File: config.mk
export PLATFORM = sky130hd
export DESIGN_NAME = metric_line_label_parser
export DESIGN_NICKNAME = d
export VERILOG_FILES = /design/src/mllp_pkg.sv /design/src/metric_line_label_parser.sv
export VERILOG_INCLUDE_DIRS = /design/src /design/src/src
export SDC_FILE = /design/constraint.sdc
export NUM_CORES = 1
export LEC_CHECK = 0
export BUFFER_PORTS_ARGS = -buffer_cell sky130_fd_sc_hd__buf_2
export CAP_MARGIN = 10
export CORE_AREA = 2 2 66 68
export CTS_CLUSTER_DIAMETER = 80
export DETAILED_ROUTE_END_ITERATION = 12
export DIE_AREA = 0 0 68 70
export RECOVER_POWER = 25
export SLEW_MARGIN = 20
export SYNTH_ARGS = -nofsm -noshare
export SYNTH_HDL_FRONTEND = slang
export SYNTH_SLANG_ARGS = --single-unit
export TNS_END_PERCENT = 100
File: constraint.sdc
create_clock -name clk_i -period 2.16 [get_ports clk_i]
set_clock_uncertainty 0.2 [all_clocks]
set_input_delay 0.54 -clock clk_i [delete_from_list [all_inputs] [get_ports clk_i]]
set_output_delay 0.54 -clock clk_i [all_outputs]
set_load 0.05 [all_outputs]
File: src/metric_line_label_parser_macros.svh
// assertion helpers for the metric line label parser
`ifndef METRIC_LINE_LABEL_PARSER_MACROS_SVH
`define METRIC_LINE_LABEL_PARSER_MACROS_SVH

// same-cycle implication, disabled during reset
`define MLLP_ASSERT_NOW(lbl, ante, cons, msg) \
  lbl: assert property (@(posedge clk_i) disable iff (!rst_ni) (ante) |-> (cons)) \
    else $error(msg);

// next-cycle implication, disabled during reset
`define MLLP_ASSERT_NEXT(lbl, ante, cons, msg) \
  lbl: assert property (@(posedge clk_i) disable iff (!rst_ni) (ante) |=> (cons)) \
    else $error(msg);

`endif

File: src/mllp_pkg.sv
`timescale 1ns / 1ps

package mllp_pkg;

  // parser modes
  localparam logic [2:0] MODE_KEY   = 3'd0;
  localparam logic [2:0] MODE_LABEL = 3'd1;
  localparam logic [2:0] MODE_AFTER = 3'd2;
  localparam logic [2:0] MODE_VALUE = 3'd3;
  localparam logic [2:0] MODE_ERR1  = 3'd4;
  localparam logic [2:0] MODE_ERR2  = 3'd5;
  localparam logic [2:0] MODE_ERR3  = 3'd6;

  // byte roles
  typedef enum logic [3:0] {
    CLS_KEY      = 4'd0,
    CLS_KEYDELIM = 4'd1,
    CLS_LNAME    = 4'd2,
    CLS_LSPLIT   = 4'd3,
    CLS_LVALUE   = 4'd4,
    CLS_LDELIM   = 4'd5,
    CLS_SEP      = 4'd6,
    CLS_VALUE    = 4'd7,
    CLS_IGNORED  = 4'd8,
    CLS_END      = 4'd9
  } byte_class_e;

  // error codes
  typedef enum logic [1:0] {
    ERR_NONE       = 2'd0,
    ERR_KEY_EQUAL  = 2'd1,
    ERR_AFTER_LBL  = 2'd2,
    ERR_BAD_LABEL  = 2'd3
  } err_e;

  // delimiter bytes
  localparam logic [7:0] CH_LBRACK = 8'h5B;  // '['
  localparam logic [7:0] CH_RBRACK = 8'h5D;  // ']'
  localparam logic [7:0] CH_COLON  = 8'h3A;  // ':'
  localparam logic [7:0] CH_EQUAL  = 8'h3D;  // '='
  localparam logic [7:0] CH_NUL    = 8'h00;

  // one tagged result
  typedef struct packed {
    byte_class_e byte_class;
    err_e        err;
    logic [7:0]  ch_echo;
    logic        line_done;
  } result_t;

endpackage

File: src/metric_line_label_parser.sv
`timescale 1ns / 1ps
// channel      | direction | tdata         | tuser                        | tlast
// -------------+-----------+---------------+------------------------------+----------
// s_axis (in)  | input     | [7:0] ch      | -                            | at_end
// m_axis (out) | output    | [7:0] ch_echo | [3:0] byte_class, [5:4] err  | line_done
//
// one transfer in gives exactly one transfer out, registered and offered in the cycle after acceptance
// sustained rate is one byte per clock while every result is taken, set by the single result register
// the input side stalls only when the result register is full and not taken
// async active-low reset returns the parser to key mode with an empty output
// the mode / label flags update in the same cycle an item is accepted

`include "metric_line_label_parser_macros.svh"

module metric_line_label_parser
  import mllp_pkg::*;
(
  input  logic       clk_i,
  input  logic       rst_ni,
  input  logic       s_axis_tvalid_i,
  output logic       s_axis_tready_o,
  input  logic [7:0] s_axis_tdata_i,   // [7:0] ch
  input  logic       s_axis_tlast_i,   // at_end
  output logic       m_axis_tvalid_o,
  input  logic       m_axis_tready_i,
  output logic [7:0] m_axis_tdata_o,   // [7:0] ch_echo
  output logic [5:0] m_axis_tuser_o,   // [3:0] byte_class, [5:4] err
  output logic       m_axis_tlast_o    // line_done
);

  // parser state
  logic [2:0] mode_q, mode_d;
  logic       eq_seen_q, eq_seen_d;       // current label has had its '='
  logic       after_eq_q, after_eq_d;     // a byte followed that '='

  // result register
  logic    out_valid_q;
  result_t res_q, res_d;

  logic accept;
  logic [7:0] ch;
  logic       label_ok;
  logic       label_end;

  // the result register frees up when empty or when being taken this cycle
  assign s_axis_tready_o = !out_valid_q || m_axis_tready_i;
  assign accept          = s_axis_tvalid_i && s_axis_tready_o;

  assign ch        = s_axis_tdata_i;
  assign label_ok  = eq_seen_q && after_eq_q;
  assign label_end = (ch == CH_RBRACK) || (ch == CH_COLON) || (ch == CH_NUL);

  // next state and result for the byte on the input
  always_comb begin
    mode_d             = mode_q;
    eq_seen_d          = eq_seen_q;
    after_eq_d         = after_eq_q;
    res_d.byte_class   = CLS_IGNORED;
    res_d.err          = ERR_NONE;
    res_d.ch_echo      = ch;
    res_d.line_done    = 1'b0;

    if (s_axis_tlast_i) begin
      // end of line: report what is pending, then back to key mode
      case (mode_q)
        MODE_ERR1:  res_d.err = ERR_KEY_EQUAL;
        MODE_ERR2:  res_d.err = ERR_AFTER_LBL;
        MODE_ERR3:  res_d.err = ERR_BAD_LABEL;
        MODE_LABEL: res_d.err = label_ok ? ERR_NONE : ERR_BAD_LABEL;
        MODE_AFTER: res_d.err = ERR_AFTER_LBL;
        default:    res_d.err = ERR_NONE;
      endcase
      res_d.byte_class = CLS_END;
      res_d.ch_echo    = '0;
      res_d.line_done  = 1'b1;
      mode_d           = MODE_KEY;
      eq_seen_d        = 1'b0;
      after_eq_d       = 1'b0;
    end else begin
      case (mode_q)
        MODE_LABEL: begin
          if (label_end) begin
            if (label_ok) begin
              res_d.byte_class = CLS_LDELIM;
              mode_d           = MODE_AFTER;
            end else begin
              res_d.err = ERR_BAD_LABEL;
              mode_d    = MODE_ERR3;
            end
            eq_seen_d  = 1'b0;
            after_eq_d = 1'b0;
          end else if ((ch == CH_EQUAL) && !eq_seen_q) begin
            res_d.byte_class = CLS_LSPLIT;
            eq_seen_d        = 1'b1;
          end else if (eq_seen_q) begin
            res_d.byte_class = CLS_LVALUE;
            after_eq_d       = 1'b1;
          end else begin
            res_d.byte_class = CLS_LNAME;
          end
        end
        MODE_AFTER: begin
          if (ch == CH_LBRACK) begin
            res_d.byte_class = CLS_LDELIM;
            mode_d           = MODE_LABEL;
            eq_seen_d        = 1'b0;
            after_eq_d       = 1'b0;
          end else if (ch == CH_COLON) begin
            res_d.byte_class = CLS_SEP;
            mode_d           = MODE_VALUE;
          end else begin
            res_d.err = ERR_AFTER_LBL;
            mode_d    = MODE_ERR2;
          end
        end
        MODE_VALUE: res_d.byte_class = CLS_VALUE;
        // sticky errors repeat their code
        MODE_ERR1:  res_d.err = ERR_KEY_EQUAL;
        MODE_ERR2:  res_d.err = ERR_AFTER_LBL;
        MODE_ERR3:  res_d.err = ERR_BAD_LABEL;
        default: begin
          // key mode, and the unused code behaves the same
          if (ch == CH_LBRACK) begin
            res_d.byte_class = CLS_KEYDELIM;
            mode_d           = MODE_LABEL;
            eq_seen_d        = 1'b0;
            after_eq_d       = 1'b0;
          end else if ((ch == CH_COLON) || (ch == CH_NUL)) begin
            res_d.byte_class = CLS_KEYDELIM;
            mode_d           = MODE_VALUE;
          end else if (ch == CH_EQUAL) begin
            res_d.err = ERR_KEY_EQUAL;
            mode_d    = MODE_ERR1;
          end else begin
            res_d.byte_class = CLS_KEY;
            mode_d           = MODE_KEY;
          end
        end
      endcase
    end
  end

  // state and output valid
  always_ff @(posedge clk_i or negedge rst_ni) begin
    if (!rst_ni) begin
      mode_q      <= MODE_KEY;
      eq_seen_q   <= 1'b0;
      after_eq_q  <= 1'b0;
      out_valid_q <= 1'b0;
    end else begin
      if (accept) begin
        mode_q     <= mode_d;
        eq_seen_q  <= eq_seen_d;
        after_eq_q <= after_eq_d;
      end
      if (accept) begin
        out_valid_q <= 1'b1;
      end else if (m_axis_tready_i) begin
        out_valid_q <= 1'b0;
      end
    end
  end

  // result payload, loaded on every accepted transfer
  always_ff @(posedge clk_i) begin
    if (accept) begin
      res_q <= res_d;
    end
  end

  assign m_axis_tvalid_o = out_valid_q;
  assign m_axis_tdata_o  = res_q.ch_echo;
  assign m_axis_tuser_o  = {res_q.err, res_q.byte_class};
  assign m_axis_tlast_o  = res_q.line_done;

  // an end transfer always leaves the parser in key mode with a clean label
  `MLLP_ASSERT_NEXT(a_end_resets, accept && s_axis_tlast_i, (mode_q == MODE_KEY) && !eq_seen_q && !after_eq_q, "parser not reset after end transfer")

  // the end flag and the end class travel together
  `MLLP_ASSERT_NOW(a_end_class, m_axis_tvalid_o, m_axis_tlast_o == (m_axis_tuser_o[3:0] == CLS_END), "line_done and end class disagree")

  // an error code only rides on ignored or end bytes
  `MLLP_ASSERT_NOW(a_err_class, m_axis_tvalid_o && (m_axis_tuser_o[5:4] != ERR_NONE), (m_axis_tuser_o[3:0] == CLS_IGNORED) || (m_axis_tuser_o[3:0] == CLS_END), "error code on a tagged byte")

endmodule
==> out/summary.txt, run 1 <==
Status -> finished, final reports clean
CP arrival -> 1.94 ns
Hold-fix buffers, CTS -> 1
Worst hold path class -> in -> reg
Clk_lat worst skew -> 0.27 ns
Die Ht -> 70 um
Gpl congestion -> 0.8435
Root Buffer -> clkbuf_8
Post-synthesis sequential area ratio -> 44.20%
Starting Density -> 32.79%
Vias post-DR -> 1215
Finished Cell Area -> 1685 um^2
Core area -> 4144 um^2
Vias in the first global route -> 1098
Total of max-cap violations -> 0
Vias/cell -> 5.352
Residual DRC count -> 0
WS Path Type -> in -> reg
Count of buffer and inverter cells on the critical path -> 1
Synth Register Bits -> 21
FF/Latch Area -> 600.6 um^2
Gr usage total -> 13.89%
Mapped Cells -> 134
Warnings from Yosys -> 0
Critical Path Start Type -> input port
Nets@finish -> 189
Clk pin slew, worst setup/hold paths -> 0.08 ns
Critical-path cell list -> buf_2 > nand4b_1 > or4_1 > nor2_2 > o221ai_1 > o211ai_1
Final Max Slew Viols -> 0
Initial drt markers -> 102
Layout cells sized above 1 -> 36.00%
Crit-path max FO -> 6
Leakage power -> 0.7037 nW
TritonCTS Buffers -> 3
DP HPWL -> 2385 um
PD cells -> 947.5 nW/um^2
Fill cells -> 398
Final worst-path cycle share -> 93.82%
DIE AREA -> 4760 um^2
Crit path max-delay family -> simple AND/OR/NAND/NOR gates
Actual slew at the worst max-slew pin -> 0.4981 ns
Worst path slowest cell -> or4_1
CP required -> 2.07 ns
Worst vdd ir -> 0.0004567 V
Clock Sinks -> 21
Post-synth top flop -> edfxtp_1
Asr flop ratio synth -> 28.57%
FP Rows -> 24
CTS tree -> done
Final Hold Viols -> 0
CTS max path bufs -> 2
Minimum clock period -> 2.027 ns
Fmax -> 493.4 MHz
Worst setup margin -> 0.1334 ns
WL final -> 3156 um
Largest net degree at the start of global routing -> 24
H-tree depth -> 1
Placed cell area -> 1632 um^2
Post-synth EDFFs -> 15
DR top layer -> met4
Multi-input logic area -> 678.2 um^2
CP Capture Type -> flop
I/O pin cnt -> 30
M1 WL -> 1371 um
CP peak stage delay -> 0.63 ns
Final setup fails -> 0
RSZ-0062 raised after global routing -> false
Post_cts resized -> 0
Rel. slew slack -> 66.79%
Initial antenna violation count -> 0
Area Overhead vs Synth -> 24.03%
Worst slack at placement -> -0.1322 ns
Die W -> 68 um
Cell area after synthesis -> 1359 um^2
Syn nets -> 147
# diodes -> 0
Avg Cell Area, Syn -> 10.14 um^2
Routed Antenna Nets -> 0
Routed len/inst -> 13.90 um
Synth unique cells -> 50
Met2 wire len -> 1519 um
Wire length on met3 -> 193 um
Global route overflow -> 0
Global-route wire length before repair -> 5064 um
Pre-antenna DRT Iters -> 4
Post-CTS Setup Bufs -> 0
Input/output buffers -> 29
[power breakdown]
group	switching, mW	internal, mW	leakage, nW	total, mW
sequential	0.101	0.504	0.224	0.605
combinational	0.441	0.284	0.457	0.725
clock	0.135	0.132	0.0228	0.267
[metal layers]
metal / track usage (%) / vias to the layer above
met5: 0 / -
met4: 6.000 / 0
met3: 1.610 / 7
met2: 22.98 / 51
met1: 17.84 / 572
li1: - / 585
[stage by stage]
stage | util [%] | hold WS (ns) | std cells | setup TNS, ns | power, mW
global route | 40.67 | 0.3060 | 227 | 0 | 1.702
CTS | 40.70 | 0.3061 | 227 | 0 | 1.600
global placement | 39.37 | 0.1739 | 222 | -0.6105 | 1.311
detailed placement | 39.37 | 0.1768 | 222 | -0.7660 | 1.332
floorplan | - | 0.04441 | 134 | 0 | 1.188
finish | 40.67 | 0.3064 | 227 | 0 | 1.597
[final timing paths]
path | from | to | slack (ns) | depth (start not counted)
min in group asynchronous | rst_ni | mode_q[2] | 0.48 | 2
max in group asynchronous | rst_ni | m_axis_tvalid_o | 1.03 | 2
max reg2reg | mode_q[2] | m_axis_tuser_o[4] | 0.25 | 5
max | s_axis_tdata_i[6] | m_axis_tuser_o[0] | 0.13 | 6
min reg2reg | m_axis_tvalid_o | m_axis_tvalid_o | 0.36 | 2
min | s_axis_tvalid_i | m_axis_tvalid_o | 0.31 | 2
[synthesized netlist by cell type (2+ instances only)]
cell type,n,area share (%)
a21oi_1,16,5.9
inv_1,2,0.55
o21ai_0,6,2.2
edfxtp_1,15,33
nor2b_1,9,4.1
clkbuf_1,4,1.1
or3_1,5,2.3
a31oi_1,2,0.92
nand2_1,7,1.9
or2_1,2,0.92
nand2b_1,4,1.8
nor4_1,2,0.92
and3_1,2,0.92
o221ai_1,2,1.3
clkbuf_4,2,1.1
o211ai_1,3,1.7
nor3_1,5,1.8
o41ai_2,2,2.4
buf_6,3,2.5
dfrtp_1,6,11
nor2_1,6,1.7
[logic make-up (layout without fill, tap and decap cells)]
family / Yosys count / count (layout) / share of synthesized area (%)
and+or+nand+nor: 58 / 58 / 27.62
buffers and inverters: 13 / 54 / 5.892
xor gates and xnor gates: 1 / 1 / 0.6447
muxes: 1 / 1 / 0.7367
AOI/OAI and AO/OA: 40 / 40 / 20.90
DFF: 21 / 21 / 44.20
[cell type report]
| class | count | share of cell area (%) |
|---|---|---|
| Clock buffer | 4 | 2.673 |
| Inverter | 3 | 0.8909 |
| Multi-Input combinational cell | 100 | 40.24 |
| Sequential cell | 21 | 35.63 |
| Tap cell | 52 | 3.860 |
| Timing Repair Buffer | 47 | 16.70 |
[sequential cells by signal, indices dropped and copies added, names as in the netlist]
signal           count
m_axis_tvalid_o      1
eq_seen_q            1
m_axis_tdata_o       8
m_axis_tuser_o       6
mode_q               3
after_eq_q           1
m_axis_tlast_o       1
[cells in the final DEF, fill, tap and decap left out, types with 2 or more instances in the layout]
cell type	synthesis	routed
nand2b_1	4	4
nor4_1	2	2
o211ai_1	3	3
nor3_1	5	5
buf_4	0	17
o41ai_2	2	2
and3_1	2	2
or2_1	2	2
dfrtp_1	6	6
buf_2	1	28
clkbuf_1	4	2
o221ai_1	2	2
nor2_1	6	6
nand2_1	7	7
clkbuf_8	0	3
o21ai_0	6	6
or3_1	5	5
edfxtp_1	15	15
nor2b_1	9	9
a21oi_1	16	16
a31oi_1	2	2
Power figures use the tool's default switching activity.
==> run 2, diff against run 1 <==
--- a/config.mk
+++ b/config.mk
@@ -13,7 +13,8 @@
 export DETAILED_ROUTE_END_ITERATION = 12
 export DIE_AREA = 0 0 68 70
 export RECOVER_POWER = 25
-export SLEW_MARGIN = 20
+export SETUP_SLACK_MARGIN = 0.15
+export SLEW_MARGIN = 15
 export SYNTH_ARGS = -nofsm -noshare
 export SYNTH_HDL_FRONTEND = slang
 export SYNTH_SLANG_ARGS = --single-unit
==> run 2 against run 1 <==
  * Utilization grew 0.97 points
  * Critical path depth is the same
  * Flip-flop and latch count is the same
  * Sequential power shrank 1%
  * Die area is the same
  * Non-clock buffer count shrank 2
  * Largest power group unchanged
==> out/summary.txt, run 2 (synthesis results as in run 1) <==
Status -> finished, final reports clean
CP required -> 2.11 ns
FP Rows -> 24
Crit-path max FO -> 4
TritonCTS Buffers -> 3
Critical Path Start Type -> input port
Fill cells -> 414
Fin Hold WS -> 0.3141 ns
Global-route wire length before repair -> 5306 um
CP arrival -> 1.99 ns
WS Path Type -> in -> reg
Final Hold Viols -> 0
Layout cells sized above 1 -> 39.31%
Most frequent cells in the layout -> 25 x buf_2, 16 x a21oi_1, 16 x buf_4
Initial antenna violation count -> 0
Area Overhead vs Synth -> 26.98%
Routed Antenna Nets -> 0
Total power -> 1.625 mW
CP Capture Type -> flop
Final worst-path cycle share -> 94.55%
H-tree depth -> 1
Worst hold path class -> in -> reg
Final setup fails -> 0
Multi-input logic area -> 711.9 um^2
Starting Density -> 32.79%
CTS max path bufs -> 2
RSZ-0062 raised after global routing -> true
Rel. slew slack -> 71.02%
Largest net degree at the start of global routing -> 24
Routed len/inst -> 15.56 um
Global route overflow -> 0
Clk_lat worst skew -> 0.26 ns
# diodes -> 0
Input/output buffers -> 29
DIE AREA -> 4760 um^2
Nets@finish -> 187
I/O pin cnt -> 30
Root Buffer -> clkbuf_8
Worst vdd ir -> 0.0002910 V
Vias post-DR -> 1236
Clk pin slew, worst setup/hold paths -> 0.08 ns
Vias in the first global route -> 1148
Die Ht -> 70 um
Gpl congestion -> 0.8765
Worst path slowest cell -> or4_4
CP peak stage delay -> 0.57 ns
Die W -> 68 um
Leakage power -> 0.6947 nW
Gr usage total -> 14.46%
Most common cell after layout, fill and taps aside -> buf_2
Core area -> 4144 um^2
DP HPWL -> 2454 um
Pre-antenna DRT Iters -> 4
Actual slew at the worst max-slew pin -> 0.4347 ns
Clock Sinks -> 21
WL final -> 3501 um
Vias/cell -> 5.493
Minimum clock period -> 2.042 ns
Final Max Slew Viols -> 0
FF/Latch Area -> 603.1 um^2
Largest register FFs -> 8
CTS tree -> done
Critical-path cell list -> buf_8 > or4_4 > o22ai_4 > a21o_2 > a211oi_2 > o41ai_2
PD cells -> 941.8 nW/um^2
Initial drt markers -> 107
Residual DRC count -> 0
Total of max-cap violations -> 0
Fmax -> 489.7 MHz
run 2: area by class of cell:
class                           count  area share, %
Clock buffer                        4          2.611
Inverter                            3         0.8702
Multi-Input combinational cell    100          41.26
Sequential cell                    21          34.95
Tap cell                           52          3.771
Timing Repair Buffer               45          16.53
run 2: final timing paths:
path,endpoint,startpoint,slack [ns],cells after the start
max,mode_q[1],s_axis_tdata_i[2],0.12,6
min,m_axis_tvalid_o,s_axis_tvalid_i,0.31,2
max reg2reg,m_axis_tuser_o[4],mode_q[2],0.28,5
min reg2reg,m_axis_tvalid_o,m_axis_tvalid_o,0.35,2
max in group asynchronous,mode_q[0],rst_ni,1.01,2
min in group asynchronous,mode_q[2],rst_ni,0.48,2
run 2: metal layers:
metal,track usage [%],share of wire (%),vias to the layer above,routed length [um]
met3,1.610,8.1,12,283
met2,24.92,50,77,1761
met5,0,0,-,0
met1,17.08,38,568,1342
li1,-,-,579,-
met4,7.556,3.3,0,114
run 2: critical path: cells and delay by family:
| kind | cells | cell delay (ns) |
|---|---|---|
| AO/OA/AOI/OAI | 4 | 0.80 |
| buffers and inverters | 1 | 0.09 |
| AND/OR/NAND/NOR | 1 | 0.57 |
run 2: power breakdown:
group	leakage, nW	switching (mW)	internal (mW)	total (mW)
Clock	0.0228	0.129	0.131	0.260
Sequential	0.222	0.0906	0.506	0.597
Combinational	0.450	0.474	0.293	0.768
Total	0.695	0.694	0.931	1.62
run 2: what timing repair did:
action,in CTS,in global routing
pin swaps,1,5
setup endpoints to repair,3,7
buffers inserted,1,0
endpoints found under the hold margin,6,0
hold buffers,1,0
resized for setup,7,5
run 2: metrics by stage:
stage                     std cells  cell area (um^2)  utilization, %  setup TNS [ns]  setup slack [ns]
after floorplan                 134              1364               -               0           0.09975
after global placement          219              1610           38.86         -0.5221           -0.1163
after detailed placement        219              1610           38.86         -0.9380           -0.1842
after CTS                       225              1703           41.09               0            0.1242
after global routing            225              1725           41.64               0           0.04136
final                           225              1725           41.64               0            0.1178
==> run 3, diff against run 2 <==
--- a/config.mk
+++ b/config.mk
@@ -8,10 +8,11 @@
 export LEC_CHECK = 0
 export BUFFER_PORTS_ARGS = -buffer_cell sky130_fd_sc_hd__buf_2
 export CAP_MARGIN = 10
-export CORE_AREA = 2 2 66 68
+export CORE_AREA = 2 2 54 56
 export CTS_CLUSTER_DIAMETER = 80
 export DETAILED_ROUTE_END_ITERATION = 12
-export DIE_AREA = 0 0 68 70
+export DIE_AREA = 0 0 56 58
+export PLACE_DENSITY = 0.76
 export RECOVER_POWER = 25
 export SETUP_SLACK_MARGIN = 0.15
 export SLEW_MARGIN = 15
==> run 3 against run 2 <==
  * Combinational power decreased by 6.6%
  * Power is 5.4% lower
  * Utilization rose by 20 points
  * Largest power group unchanged
  * Worst hold slack worse by 0.039 ns
  * Highest routed layer unchanged
  * Sequential power rose by 4.5%
  * Critical path type unchanged
  * Final area down 4.4%
  * Register-to-register slack improved by 0.08 ns
==> out/summary.txt, run 3 (synthesis results as in run 1) <==
Status -> finished, final reports clean
CP required -> 2.16 ns
Final worst-path cycle share -> 92.57%
Vias in the first global route -> 1199
Clock Sinks -> 21
Die W -> 56 um
CP Capture Type -> flop
Crit path max-delay family -> simple AND/OR/NAND/NOR gates
DIE AREA -> 3248 um^2
Worst R2R Start -> mode_q[0]
H-tree depth -> 1
Vias/cell -> 5.912
Fmax -> 500.1 MHz
Total power -> 1.537 mW
Crit path launch -> s_axis_tdata_i[4]
Leakage power -> 0.6835 nW
Clk_lat worst skew -> 0.31 ns
Die Ht -> 58 um
Largest register FFs -> 8
Input/output buffers -> 29
WS Path Type -> in -> reg
CP peak stage delay -> 0.55 ns
TritonCTS Buffers -> 3
Count of buffer and inverter cells on the critical path -> 1
Initial drt markers -> 43
Area Overhead vs Synth -> 21.45%
Crit-path max FO -> 4
Most frequent cells in the layout -> 25 x buf_2, 16 x a21oi_1, 15 x edfxtp_1, 15 x buf_4, 9 x nor2b_1
Critical-path cell list -> buf_8 > or4_4 > nor3b_4 > a21oi_1 > o21ba_1 > o41ai_2
Fill cells -> 226
FF/Latch Area -> 604.3 um^2
Global-route wire length before repair -> 5278 um
Worst hold path class -> in -> reg
WL final -> 3097 um
Final Hold Viols -> 0
CTS max path bufs -> 2
Residual DRC count -> 0
Starting Density -> 51.03%
Actual slew at the worst max-slew pin -> 1.012 ns
DP HPWL -> 2271 um
Rel. slew slack -> 32.52%
PD cells -> 931.6 nW/um^2
Routed Antenna Nets -> 0
Worst vdd ir -> 0.0008651 V
Minimum clock period -> 2.000 ns
Nets@finish -> 187
# diodes -> 0
Gr usage total -> 20.48%
Largest net degree at the start of global routing -> 24
CP arrival -> 2.00 ns
Pre-antenna DRT Iters -> 4
Root Buffer -> clkbuf_4
Vias post-DR -> 1206
Global route overflow -> 0
Total of max-cap violations -> 0
Multi-input logic area -> 684.4 um^2
Final Max Slew Viols -> 0
FP Rows -> 19
CTS tree -> done
Core area -> 2663 um^2
Gpl congestion -> 0.8516
Layout cells sized above 1 -> 36.99%
Final std cells w/o fill -> 204
Placed instance count -> 198
Most common cell after layout, fill and taps aside -> buf_2
Routed len/inst -> 15.18 um
I/O pin cnt -> 30
Initial antenna violation count -> 0
Clk pin slew, worst setup/hold paths -> 0.11 ns
RSZ-0062 raised after global routing -> true
Critical Path Start Type -> input port
Worst path slowest cell -> or4_4
Final setup fails -> 0
Hold path start -> s_axis_tvalid_i
## run 3: cell count changes in the layout (fill, tap and decap cells not counted), sizes merged
cell    before  now
clkbuf       5    6
buf         43   42
## run 3: power by group
| part | switching (mW) | leakage, nW | total (mW) | internal (mW) |
|---|---|---|---|---|
| logic | 0.427 | 0.448 | 0.717 | 0.290 |
| registers | 0.117 | 0.220 | 0.624 | 0.507 |
| clock network | 0.125 | 0.0150 | 0.197 | 0.0722 |
## run 3: cell type report
cell class / instances / area share (%)
clock buffers: 4 / 1.592
inverters: 3 / 0.9098
multi-input cells: 100 / 41.47
flip-flops and latches: 21 / 36.62
well taps: 31 / 2.350
repair buffers: 45 / 17.06
## run 3: final timing paths
check	slack, ns	cells after the start	to
max	0.16	6	mode_q[1]
min	0.27	2	m_axis_tvalid_o
max reg2reg	0.36	5	eq_seen_q
min reg2reg	0.38	2	m_axis_tvalid_o
max in group asynchronous	1.07	2	mode_q[1]
min in group asynchronous	0.41	2	mode_q[2]
## run 3: per-layer routing
metal  wire [um]  share of wire, %  up-vias  GRT usage (%)
met3         168               5.4        5          2.679
li1            -                 -      582              -
met1        1291                42      575          25.47
met5           0                 0        -              0
met4          40               1.3        0          6.122
met2        1598                52       44          37.31
## run 3: metrics by stage
step | utilization (%) | cell area, um^2 | setup WS (ns) | hold slack [ns] | setup TNS, ns
final | 61.98 | 1650 | 0.1604 | 0.2749 | 0
after global routing | 61.98 | 1650 | 0.1077 | 0.2765 | 0
after CTS | 60.86 | 1620 | 0.1755 | 0.2740 | 0
after detailed placement | 59.49 | 1584 | -0.1473 | 0.1720 | -0.7749
after global placement | 59.49 | 1584 | -0.09451 | 0.1724 | -0.5563
after floorplan | - | 1364 | 0.09975 | 0.04441 | 0
## run 3: what timing repair did
| item | 4_1_cts | 5_1_grt |
|---|---|---|
| hold buffers | 1 | 0 |
| gates resized for setup | 0 | 8 |
| setup endpoints to repair | 0 | 4 |
| setup buffers | 0 | 1 |
| endpoints found under the hold margin | 6 | 0 |
